**src/hw/rtl/lssa_pkg.sv**
```systemverilog
// Package of the linear-scan slot allocator: types, codes and defaults.
// No dependencies; imported by every module of the block but lssa_slot_mem.
package lssa_pkg;

    // Default values of the top-level parameters.
    localparam int DEVICES_DEF  = 4;
    localparam int SLOTS_DEF    = 32;
    localparam int OP_BITS_DEF  = 16;

    // Fixed field widths of the request and result beats.
    localparam int DEV_FIELD_W  = 2;
    localparam int SLOT_FIELD_W = 5;
    localparam int STATUS_W     = 2;

    // Configuration register file layout.
    localparam int CFG_ADDR_W   = 5;
    localparam int CFG_DATA_W   = 32;
    localparam int CFG_IDX_W    = 3;
    localparam int MASK_W       = 4;
    localparam int CNT_CFG_W    = 6;
    localparam int CFG_DEVS     = 4;

    localparam logic [CFG_IDX_W-1:0] REG_PRESENT_MASK = 3'd0;
    localparam logic [CFG_IDX_W-1:0] REG_SLOTS_DEV0   = 3'd1;
    localparam logic [CFG_IDX_W-1:0] REG_SLOTS_DEV1   = 3'd2;
    localparam logic [CFG_IDX_W-1:0] REG_SLOTS_DEV2   = 3'd3;
    localparam logic [CFG_IDX_W-1:0] REG_SLOTS_DEV3   = 3'd4;

    // Result status codes.
    localparam logic [STATUS_W-1:0] STAT_GRANT     = 2'd0;
    localparam logic [STATUS_W-1:0] STAT_NO_POOL   = 2'd1;
    localparam logic [STATUS_W-1:0] STAT_EXHAUSTED = 2'd2;

    // Configuration as seen by the allocation controller.
    typedef struct packed {
        logic [MASK_W-1:0]                   present_mask;
        logic [CFG_DEVS-1:0][CNT_CFG_W-1:0]  slots;
    } t_cfg;

endpackage

```
**src/hw/rtl/lssa_cfg_regs.sv**
```systemverilog
// APB-style configuration registers of the slot allocator.
// Depends on lssa_pkg for the register layout and the t_cfg type.
module lssa_cfg_regs (
    input  logic                              i_clk,
    input  logic                              i_rst_n,
    input  logic                              psel,
    input  logic                              penable,
    input  logic                              pwrite,
    input  logic [lssa_pkg::CFG_ADDR_W-1:0]   paddr,
    input  logic [lssa_pkg::CFG_DATA_W-1:0]   pwdata,
    output logic [lssa_pkg::CFG_DATA_W-1:0]   prdata,
    output logic                              pready,
    output lssa_pkg::t_cfg                    o_cfg
);
    import lssa_pkg::*;

    logic [CFG_IDX_W-1:0] w_idx;
    logic                 w_wr;
    t_cfg                 r_cfg;

    assign w_idx  = paddr[CFG_ADDR_W-1:2];
    assign w_wr   = psel && penable && pwrite;
    assign pready = 1'b1;
    assign o_cfg  = r_cfg;

    // Register writes in the access phase; indexes past the list are ignored.
    always_ff @(posedge i_clk) begin
        if (!i_rst_n) begin
            r_cfg <= '0;
        end else if (w_wr) begin
            case (w_idx)
                REG_PRESENT_MASK: r_cfg.present_mask <= pwdata[MASK_W-1:0];
                REG_SLOTS_DEV0:   r_cfg.slots[0]     <= pwdata[CNT_CFG_W-1:0];
                REG_SLOTS_DEV1:   r_cfg.slots[1]     <= pwdata[CNT_CFG_W-1:0];
                REG_SLOTS_DEV2:   r_cfg.slots[2]     <= pwdata[CNT_CFG_W-1:0];
                REG_SLOTS_DEV3:   r_cfg.slots[3]     <= pwdata[CNT_CFG_W-1:0];
                default: begin
                end
            endcase
        end
    end

    // Read mux.
    always_comb begin
        prdata = '0;
        case (w_idx)
            REG_PRESENT_MASK: prdata = CFG_DATA_W'(r_cfg.present_mask);
            REG_SLOTS_DEV0:   prdata = CFG_DATA_W'(r_cfg.slots[0]);
            REG_SLOTS_DEV1:   prdata = CFG_DATA_W'(r_cfg.slots[1]);
            REG_SLOTS_DEV2:   prdata = CFG_DATA_W'(r_cfg.slots[2]);
            REG_SLOTS_DEV3:   prdata = CFG_DATA_W'(r_cfg.slots[3]);
            default:          prdata = '0;
        endcase
    end

endmodule

```
**src/hw/rtl/lssa_slot_mem.sv**
```systemverilog
// Single-port free-time memory of the slot allocator with a registered read port.
// Depends on nothing but its parameters.
module lssa_slot_mem #(
    parameter int DEPTH  = 128,
    parameter int WIDTH  = 17,
    parameter int ADDR_W = 7
) (
    input  logic              i_clk,
    input  logic              i_we,
    input  logic [ADDR_W-1:0] i_addr,
    input  logic [WIDTH-1:0]  i_wdata,
    output logic [WIDTH-1:0]  o_rdata
);
    logic [WIDTH-1:0] r_mem [DEPTH];
    logic [WIDTH-1:0] r_rdata;

    assign o_rdata = r_rdata;

    // Write port.
    always_ff @(posedge i_clk) begin
        if (i_we) begin
            r_mem[i_addr] <= i_wdata;
        end
    end

    // Registered read port.
    always_ff @(posedge i_clk) begin
        r_rdata <= r_mem[i_addr];
    end

endmodule

```
**src/hw/rtl/lssa_ctrl.sv**
```systemverilog
// Allocation controller: clearing sweeps, minimum scan and write-back.
// Depends on lssa_pkg; drives the port of lssa_slot_mem.
module lssa_ctrl #(
    parameter int DEVICES       = lssa_pkg::DEVICES_DEF,
    parameter int SLOTS         = lssa_pkg::SLOTS_DEF,
    parameter int OP_INDEX_BITS = lssa_pkg::OP_BITS_DEF,
    parameter int ADDR_W        = 7
) (
    input  logic                                i_clk,
    input  logic                                i_rst_n,
    input  lssa_pkg::t_cfg                      i_cfg,
    input  logic                                i_start,
    output logic                                o_busy,
    input  logic                                i_new_pass,
    input  logic [lssa_pkg::DEV_FIELD_W-1:0]    i_device,
    input  logic [OP_INDEX_BITS-1:0]            i_def_op,
    input  logic [OP_INDEX_BITS-1:0]            i_end_op,
    output logic                                o_done,
    output logic [lssa_pkg::STATUS_W-1:0]       o_status,
    output logic [lssa_pkg::SLOT_FIELD_W-1:0]   o_slot,
    output logic                                o_mem_we,
    output logic [ADDR_W-1:0]                   o_mem_addr,
    output logic [OP_INDEX_BITS:0]              o_mem_wdata,
    input  logic [OP_INDEX_BITS:0]              i_mem_rdata
);
    import lssa_pkg::*;

    localparam int TIME_W = OP_INDEX_BITS + 1;
    localparam int SLOT_W = (SLOTS > 1) ? $clog2(SLOTS) : 1;
    localparam int CNT_W  = $clog2(SLOTS + 1);
    localparam int DEV_W  = (DEVICES > 1) ? $clog2(DEVICES) : 1;
    localparam logic [SLOT_W-1:0] SLOT_LAST = SLOT_W'(SLOTS - 1);
    localparam logic [DEV_W-1:0]  DEV_LAST  = DEV_W'(DEVICES - 1);

    localparam logic [2:0] S_IDLE  = 3'd0;
    localparam logic [2:0] S_CLEAR = 3'd1;
    localparam logic [2:0] S_CHECK = 3'd2;
    localparam logic [2:0] S_SCAN  = 3'd3;
    localparam logic [2:0] S_WAIT  = 3'd4;
    localparam logic [2:0] S_FIN   = 3'd5;

    logic [2:0]               r_state,     n_state;
    logic                     r_clr_all,   n_clr_all;
    logic [DEV_W-1:0]         r_cd,        n_cd;
    logic [SLOT_W-1:0]        r_ci,        n_ci;
    logic [DEV_FIELD_W-1:0]   r_dev,       n_dev;
    logic [OP_INDEX_BITS-1:0] r_first,     n_first;
    logic [OP_INDEX_BITS-1:0] r_last,      n_last;
    logic [CNT_W-1:0]         r_cnt,       n_cnt;
    logic [SLOT_W-1:0]        r_idx,       n_idx;
    logic                     r_rd_vld,    n_rd_vld;
    logic [SLOT_W-1:0]        r_rd_idx,    n_rd_idx;
    logic [SLOT_W-1:0]        r_best_idx,  n_best_idx;
    logic [TIME_W-1:0]        r_best_time, n_best_time;
    logic                     r_done,      n_done;
    logic [STATUS_W-1:0]      r_status,    n_status;
    logic [SLOT_FIELD_W-1:0]  r_slot,      n_slot;
    logic                     w_clr_wr;
    logic [CNT_W-1:0]         w_req_cnt;

    // A device has a pool when it exists in this build and its mask bit is set.
    function automatic logic f_present(input logic [MASK_W-1:0] mask,
                                       input int unsigned dev);
        logic bit_set;
        bit_set = mask[dev[1:0]];
        return (dev < DEVICES) && (dev < CFG_DEVS) && bit_set;
    endfunction

    // Configured slot count of a device, limited to the pool depth.
    function automatic logic [CNT_W-1:0] f_count(input t_cfg cfg, input int unsigned dev);
        logic [CNT_CFG_W-1:0] raw;
        raw = cfg.slots[dev[1:0]];
        if (dev >= CFG_DEVS) begin
            return '0;
        end
        if (int'(raw) > SLOTS) begin
            return CNT_W'(SLOTS);
        end
        return CNT_W'(raw);
    endfunction

    // Memory address of slot i of device d.
    function automatic logic [ADDR_W-1:0] f_addr(input int unsigned d, input int unsigned i);
        return ADDR_W'(d * SLOTS + i);
    endfunction

    assign o_busy   = (r_state != S_IDLE);
    assign o_done   = r_done;
    assign o_status = r_status;
    assign o_slot   = r_slot;

    assign w_clr_wr  = r_clr_all || (f_present(i_cfg.present_mask, r_cd)
                        && (CNT_W'(r_ci) < f_count(i_cfg, r_cd)));
    assign w_req_cnt = f_count(i_cfg, r_dev);

    // Next-state logic of the sequencer and the running minimum.
    always_comb begin
        n_state     = r_state;
        n_clr_all   = r_clr_all;
        n_cd        = r_cd;
        n_ci        = r_ci;
        n_dev       = r_dev;
        n_first     = r_first;
        n_last      = r_last;
        n_cnt       = r_cnt;
        n_idx       = r_idx;
        n_rd_vld    = 1'b0;
        n_rd_idx    = r_rd_idx;
        n_best_idx  = r_best_idx;
        n_best_time = r_best_time;
        n_done      = 1'b0;
        n_status    = r_status;
        n_slot      = r_slot;
        o_mem_we    = 1'b0;
        o_mem_addr  = f_addr(r_dev, r_idx);
        o_mem_wdata = '0;

        // Compare the entry read in the previous cycle; the first one seeds the minimum.
        if (r_rd_vld) begin
            if ((r_rd_idx == '0) || (i_mem_rdata < r_best_time)) begin
                n_best_time = i_mem_rdata;
                n_best_idx  = r_rd_idx;
            end
        end

        case (r_state)
            S_IDLE: begin
                if (i_start) begin
                    n_dev   = i_device;
                    n_first = i_def_op;
                    n_last  = i_end_op;
                    n_cd    = '0;
                    n_ci    = '0;
                    n_state = i_new_pass ? S_CLEAR : S_CHECK;
                end
            end
            S_CLEAR: begin
                // One entry per cycle; a device is left as soon as its pool is done.
                o_mem_addr = f_addr(r_cd, r_ci);
                o_mem_we   = w_clr_wr;
                if (w_clr_wr && (r_ci != SLOT_LAST)) begin
                    n_ci = r_ci + SLOT_W'(1);
                end else begin
                    n_ci = '0;
                    if (r_cd == DEV_LAST) begin
                        n_cd      = '0;
                        n_clr_all = 1'b0;
                        n_state   = r_clr_all ? S_IDLE : S_CHECK;
                    end else begin
                        n_cd = r_cd + DEV_W'(1);
                    end
                end
            end
            S_CHECK: begin
                if (!f_present(i_cfg.present_mask, r_dev)) begin
                    n_done   = 1'b1;
                    n_status = STAT_NO_POOL;
                    n_slot   = '0;
                    n_state  = S_IDLE;
                end else if (w_req_cnt == '0) begin
                    n_done   = 1'b1;
                    n_status = STAT_EXHAUSTED;
                    n_slot   = '0;
                    n_state  = S_IDLE;
                end else begin
                    n_cnt   = w_req_cnt;
                    n_idx   = '0;
                    n_state = S_SCAN;
                end
            end
            S_SCAN: begin
                // Issue one read per cycle over the device's pool.
                o_mem_addr = f_addr(r_dev, r_idx);
                n_rd_vld   = 1'b1;
                n_rd_idx   = r_idx;
                if ((CNT_W'(r_idx) + CNT_W'(1)) == r_cnt) begin
                    n_state = S_WAIT;
                end else begin
                    n_idx = r_idx + SLOT_W'(1);
                end
            end
            S_WAIT: begin
                // The last read returns in this cycle and is folded in above.
                n_state = S_FIN;
            end
            S_FIN: begin
                n_done  = 1'b1;
                n_state = S_IDLE;
                if (r_best_time > TIME_W'(r_first)) begin
                    n_status = STAT_EXHAUSTED;
                    n_slot   = '0;
                end else begin
                    o_mem_we    = 1'b1;
                    o_mem_addr  = f_addr(r_dev, r_best_idx);
                    o_mem_wdata = TIME_W'(r_last) + TIME_W'(1);
                    n_status    = STAT_GRANT;
                    n_slot      = SLOT_FIELD_W'(r_best_idx);
                end
            end
            default: begin
                n_state = S_IDLE;
            end
        endcase
    end

    // Control registers; reset starts the sweep that zeroes the whole memory.
    always_ff @(posedge i_clk) begin
        if (!i_rst_n) begin
            r_state   <= S_CLEAR;
            r_clr_all <= 1'b1;
            r_cd      <= '0;
            r_ci      <= '0;
            r_rd_vld  <= 1'b0;
            r_done    <= 1'b0;
        end else begin
            r_state   <= n_state;
            r_clr_all <= n_clr_all;
            r_cd      <= n_cd;
            r_ci      <= n_ci;
            r_rd_vld  <= n_rd_vld;
            r_done    <= n_done;
        end
    end

    // Payload registers.
    always_ff @(posedge i_clk) begin
        r_dev       <= n_dev;
        r_first     <= n_first;
        r_last      <= n_last;
        r_cnt       <= n_cnt;
        r_idx       <= n_idx;
        r_rd_idx    <= n_rd_idx;
        r_best_idx  <= n_best_idx;
        r_best_time <= n_best_time;
        r_status    <= n_status;
        r_slot      <= n_slot;
    end

endmodule

```
**src/hw/rtl/linear_scan_slot_allocator.sv**
```systemverilog
// Top level of the linear-scan slot allocator.
// Depends on lssa_pkg, lssa_cfg_regs, lssa_ctrl and lssa_slot_mem.
//
//   Channel   Handshake                        Beat contents
//   request   start & !busy                    i_new_pass, i_device, i_def_op, i_end_op
//   result    o_done (one cycle, no stall)     o_status, o_slot
//   config    psel & penable & pwrite (APB)    paddr, pwdata; prdata on reads
//
// A request whose device has no pool, or an empty pool, is refused with no memory access.
// Any other request does one memory read per slot through the single port, then
// one write-back when a slot is granted.
// A new-pass beat first sweeps the present pools, one entry per cycle, with an
// idle step for each device whose pool is absent or smaller than SLOTS.
// After reset the whole memory (DEVICES*SLOTS entries, 128 by default) is
// cleared one entry per cycle while busy is high; config writes are taken.
module linear_scan_slot_allocator #(
    parameter int DEVICES       = lssa_pkg::DEVICES_DEF,
    parameter int SLOTS         = lssa_pkg::SLOTS_DEF,
    parameter int OP_INDEX_BITS = lssa_pkg::OP_BITS_DEF
) (
    input  logic                                i_clk,
    input  logic                                i_rst_n,
    input  logic                                start,
    output logic                                busy,
    input  logic                                i_new_pass,
    input  logic [lssa_pkg::DEV_FIELD_W-1:0]    i_device,
    input  logic [OP_INDEX_BITS-1:0]            i_def_op,
    input  logic [OP_INDEX_BITS-1:0]            i_end_op,
    output logic                                o_done,
    output logic [lssa_pkg::STATUS_W-1:0]       o_status,
    output logic [lssa_pkg::SLOT_FIELD_W-1:0]   o_slot,
    input  logic                                psel,
    input  logic                                penable,
    input  logic                                pwrite,
    input  logic [lssa_pkg::CFG_ADDR_W-1:0]     paddr,
    input  logic [lssa_pkg::CFG_DATA_W-1:0]     pwdata,
    output logic [lssa_pkg::CFG_DATA_W-1:0]     prdata,
    output logic                                pready
);
    import lssa_pkg::*;

    localparam int DEPTH  = DEVICES * SLOTS;
    localparam int ADDR_W = (DEPTH > 1) ? $clog2(DEPTH) : 1;
    localparam int TIME_W = OP_INDEX_BITS + 1;

    t_cfg              w_cfg;
    logic              w_mem_we;
    logic [ADDR_W-1:0] w_mem_addr;
    logic [TIME_W-1:0] w_mem_wdata;
    logic [TIME_W-1:0] w_mem_rdata;

    // Configuration registers.
    lssa_cfg_regs u_cfg (
        .i_clk   (i_clk),
        .i_rst_n (i_rst_n),
        .psel    (psel),
        .penable (penable),
        .pwrite  (pwrite),
        .paddr   (paddr),
        .pwdata  (pwdata),
        .prdata  (prdata),
        .pready  (pready),
        .o_cfg   (w_cfg)
    );

    // Sequencer for clearing, scanning and write-back.
    lssa_ctrl #(
        .DEVICES       (DEVICES),
        .SLOTS         (SLOTS),
        .OP_INDEX_BITS (OP_INDEX_BITS),
        .ADDR_W        (ADDR_W)
    ) u_ctrl (
        .i_clk       (i_clk),
        .i_rst_n     (i_rst_n),
        .i_cfg       (w_cfg),
        .i_start     (start),
        .o_busy      (busy),
        .i_new_pass  (i_new_pass),
        .i_device    (i_device),
        .i_def_op    (i_def_op),
        .i_end_op    (i_end_op),
        .o_done      (o_done),
        .o_status    (o_status),
        .o_slot      (o_slot),
        .o_mem_we    (w_mem_we),
        .o_mem_addr  (w_mem_addr),
        .o_mem_wdata (w_mem_wdata),
        .i_mem_rdata (w_mem_rdata)
    );

    // Free-time store, one entry per slot of every device.
    lssa_slot_mem #(
        .DEPTH  (DEPTH),
        .WIDTH  (TIME_W),
        .ADDR_W (ADDR_W)
    ) u_mem (
        .i_clk   (i_clk),
        .i_we    (w_mem_we),
        .i_addr  (w_mem_addr),
        .i_wdata (w_mem_wdata),
        .o_rdata (w_mem_rdata)
    );

endmodule

```
**config.mk**
```make
export PLATFORM = sky130hd
export DESIGN_NAME = linear_scan_slot_allocator
export DESIGN_NICKNAME = d
export VERILOG_FILES = /design/src/hw/rtl/lssa_pkg.sv /design/src/hw/rtl/lssa_cfg_regs.sv /design/src/hw/rtl/lssa_slot_mem.sv /design/src/hw/rtl/lssa_ctrl.sv /design/src/hw/rtl/linear_scan_slot_allocator.sv
export SDC_FILE = /design/constraint.sdc
export NUM_CORES = 2
export LEC_CHECK = 0
export BUFFER_PORTS_ARGS = -buffer_cell sky130_fd_sc_hd__buf_2
export CAP_MARGIN = 20
export CORE_ASPECT_RATIO = 1.75
export CORE_MARGIN = 1
export CORE_UTILIZATION = 45
export CTS_CLUSTER_DIAMETER = 100
export CTS_CLUSTER_SIZE = 8
export DETAILED_ROUTE_END_ITERATION = 6
export PLACE_DENSITY_LB_ADDON = 0.25
export SLEW_MARGIN = 20
export SYNTH_ARGS = -nofsm -noshare
export SYNTH_HDL_FRONTEND = slang
export SYNTH_SLANG_ARGS = --single-unit
```
**constraint.sdc**
```tcl
create_clock -name i_clk -period 11.8 [get_ports i_clk]
set_clock_uncertainty 0.2 [all_clocks]
set_input_delay 1.18 -clock i_clk [delete_from_list [all_inputs] [get_ports i_clk]]
set_output_delay 1.18 -clock i_clk [all_outputs]
set_load 0.05 [all_outputs]
```
==> run metrics <==
core area=0.1993 sq mm; final worst setup slack=5138 ps; CP max FO=48; CTS tree=built; Worst VDD drop=0.1167 mV; setup TNS=0 ps; nets=5,136; post-layout minimum cycle time=6662 ps; most numerous cell in the Yosys netlist=edfxtp_1; H-tree Lvls=5; Worst Hold Depth=0; maxcap violations=0; row cnt=217; CP arrival=7000 ps; mean routed wirelength per cell=31.70 microns; Cell Area, Synth=0.09019 sq mm; Fin. Hold Viols=0; Pleak=30.58 nW; vias in the first global route=48,660; Starting DRT DRC Count=4,703; # placed instances=7,304; count of flip-flops with a built-in enable after synthesis=2,255; sequential area share after synthesis=76.37%; Synth top cells by count=edfxtp_1, mux4_2, nand2_1, nor2_1, nand4_1; Core Util, Final=52.09%; Setup WS pre-CTS=5176 ps; DRT Pass-1 Iters=6; Req. time, crit path=12,140 ps; top cell type by total area after synthesis=edfxtp_1; remaining antenna violation count=0; die width=340.4 microns; Residual DRC=0; Post-CTS Resized=0; Starting Density=45.26%; YS warnings=0; Power Total=21.27 mW; Fmax=0.1501 GHz; Setup crit start kind=flip-flop; worst hold start=u_ctrl.r_rd_idx[0]; Post-synth ARST share=0%; Critical Setup Path Class=flip-flop to flip-flop; Root Buffer=clkbuf_16; TritonCTS Sinks=2,313; total CTS buffers=331; Overflow after GRT=0; first-pass GRT wire length=348,500 microns; drt via density=6.131; crit end category=flip-flop; buffers added on ports=64; max-slew violation count=0; All-Layer GR Usage=24.05%; register bit total from synthesis=2,313; initial antenna violation count=7; worst min-delay path endpoint=u_ctrl.r_best_idx[0]; Clock Latency Late Sink=850 ps; fin crit share=56.46%; chip height=594.2 microns; Die ar.=0.2023 sq mm; io pins=120; synth top area cells=edfxtp_1, mux4_2, nand2_1; Syn Area/Cell=19.30 sq um; worst min path class=flip-flop to flip-flop; Setup Buffers After CTS=0; post-place instance area=0.09471 sq mm; post-route design area=0.1038 sq mm; RSZ-0062 raised after global routing=false; P&R area growth vs syn=15.09%; Gate Count Post-Synth=4,672; reg2reg start=u_ctrl.r_best_time[8]; largest net degree at the start of global routing=143; layout cells sized above 1=23.19%; final setup fails=0; clk buf depth=4; Routability Congestion=0.8508; Clock Pin Slew Worst Setup and Hold Paths=50 ps; Unique masters post-synth=64; worst-margin pin slew=1201 ps; hold_buf cts=0; fin cells=7,735; total number of vias=47,420; fillers=15,570; Slew HR=19.25%; final WL=245,200 microns; status=finished, final reports clean; hpwl dp=147,600 microns; Worst Reg-to-Reg Cells=14; reg2reg end=u_mem.o_rdata[8]; Min Hold Slack=256.4 ps; r2r setup slk=5140 ps; post-synth top area share=75.08%; Synth Flop Type=edfxtp_1; pwr dens=204.9 mW/mm^2
==> area by class of cell <==
type	instances	area, sq um	area share, %
Multi-Input combinational cell	2016	20150	19.41
Clock buffer	406	8756	8.435
Tap cell	2628	3288	3.168
Timing Repair Buffer	314	2434	2.344
Sequential cell	2313	68880	66.35
Clock inverter	12	127.6	0.1229
Antenna cell	5	12.51	0.01205
Inverter	41	153.9	0.1483
==> layer usage <==
metal	up-vias	wire length (microns)	GRT usage [%]
met2	1897	127400	41.90
met5	-	13	0
li1	19850	-	-
met4	2	17100	15.08
met1	25170	86580	27.89
met3	511	14060	3.358
==> sequential cells by signal, summed over array words and instances, names as in the netlist, 3 cells and up <==
signal	cells
u_ctrl.o_slot	5
u_ctrl.r_rd_idx	5
u_cfg.o_cfg	28
u_ctrl.r_idx	5
u_ctrl.r_best_time	17
u_ctrl.r_cnt	6
u_ctrl.r_first	16
u_mem.o_rdata	17
u_ctrl.r_best_idx	5
u_ctrl.r_state	3
u_mem.r_mem	2176
u_ctrl.r_ci	5
u_ctrl.r_last	16
==> power by group <==
part           internal [mW]  switching, mW
logic                   1.27           2.43
clock network           5.11           3.23
registers               9.12          0.104
total                   15.5           5.77
==> placed cells by master (no fill, tap or decap), types with 27 or more instances in the layout <==
master / n
clkbuf_16: 340
nand2_1: 349
a22o_1: 67
nand4_1: 196
edfxtp_1: 2255
inv_1: 41
a21oi_1: 124
buf_4: 234
a22oi_1: 139
mux2i_1: 38
mux4_2: 454
a41o_1: 32
ha_1: 41
dfxtp_1: 58
a32oi_1: 104
buf_2: 64
nor2_1: 193
clkbuf_1: 66
conb_1: 27
o31ai_1: 31
==> kinds of logic after synthesis <==
kind of cell	synth area share, %
AND/OR/NAND/NOR	4.335
buffers and inverters	1.860
AO/OA/AOI/OAI	4.871
multiplexers	11.80
XOR/XNOR	0.1942
other	0.008327
adder cells (fa/ha/maj)	0.5688
flip-flops	76.37
==> critical path, cell delays in order (launching register included) <==
cell      delay, ps
edfxtp_1        410
ha_1            370
nand4_1         170
nor3_1          330
nand4_1         230
or2_1           320
nand2_1         300
o311a_4         710
buf_4           620
buf_4           630
mux4_2          480
nand4_1         120
nand4_1         130
o31ai_1         770
nand4_1         480
==> worst max path at each step <==
stage                                     start            endpoint  slack, ps
after floorplan           u_ctrl.r_best_time[6]  u_mem.r_mem[0][16]       1320
after global placement    u_ctrl.r_best_time[8]    u_mem.o_rdata[8]       5180
after detailed placement  u_ctrl.r_best_time[8]    u_mem.o_rdata[8]       5180
after CTS                 u_ctrl.r_best_time[8]    u_mem.o_rdata[8]       5160
after global routing      u_ctrl.r_best_time[8]    u_mem.o_rdata[8]       4980
final                     u_ctrl.r_best_time[8]    u_mem.o_rdata[8]       5140
(Power assumes the default switching activity.)
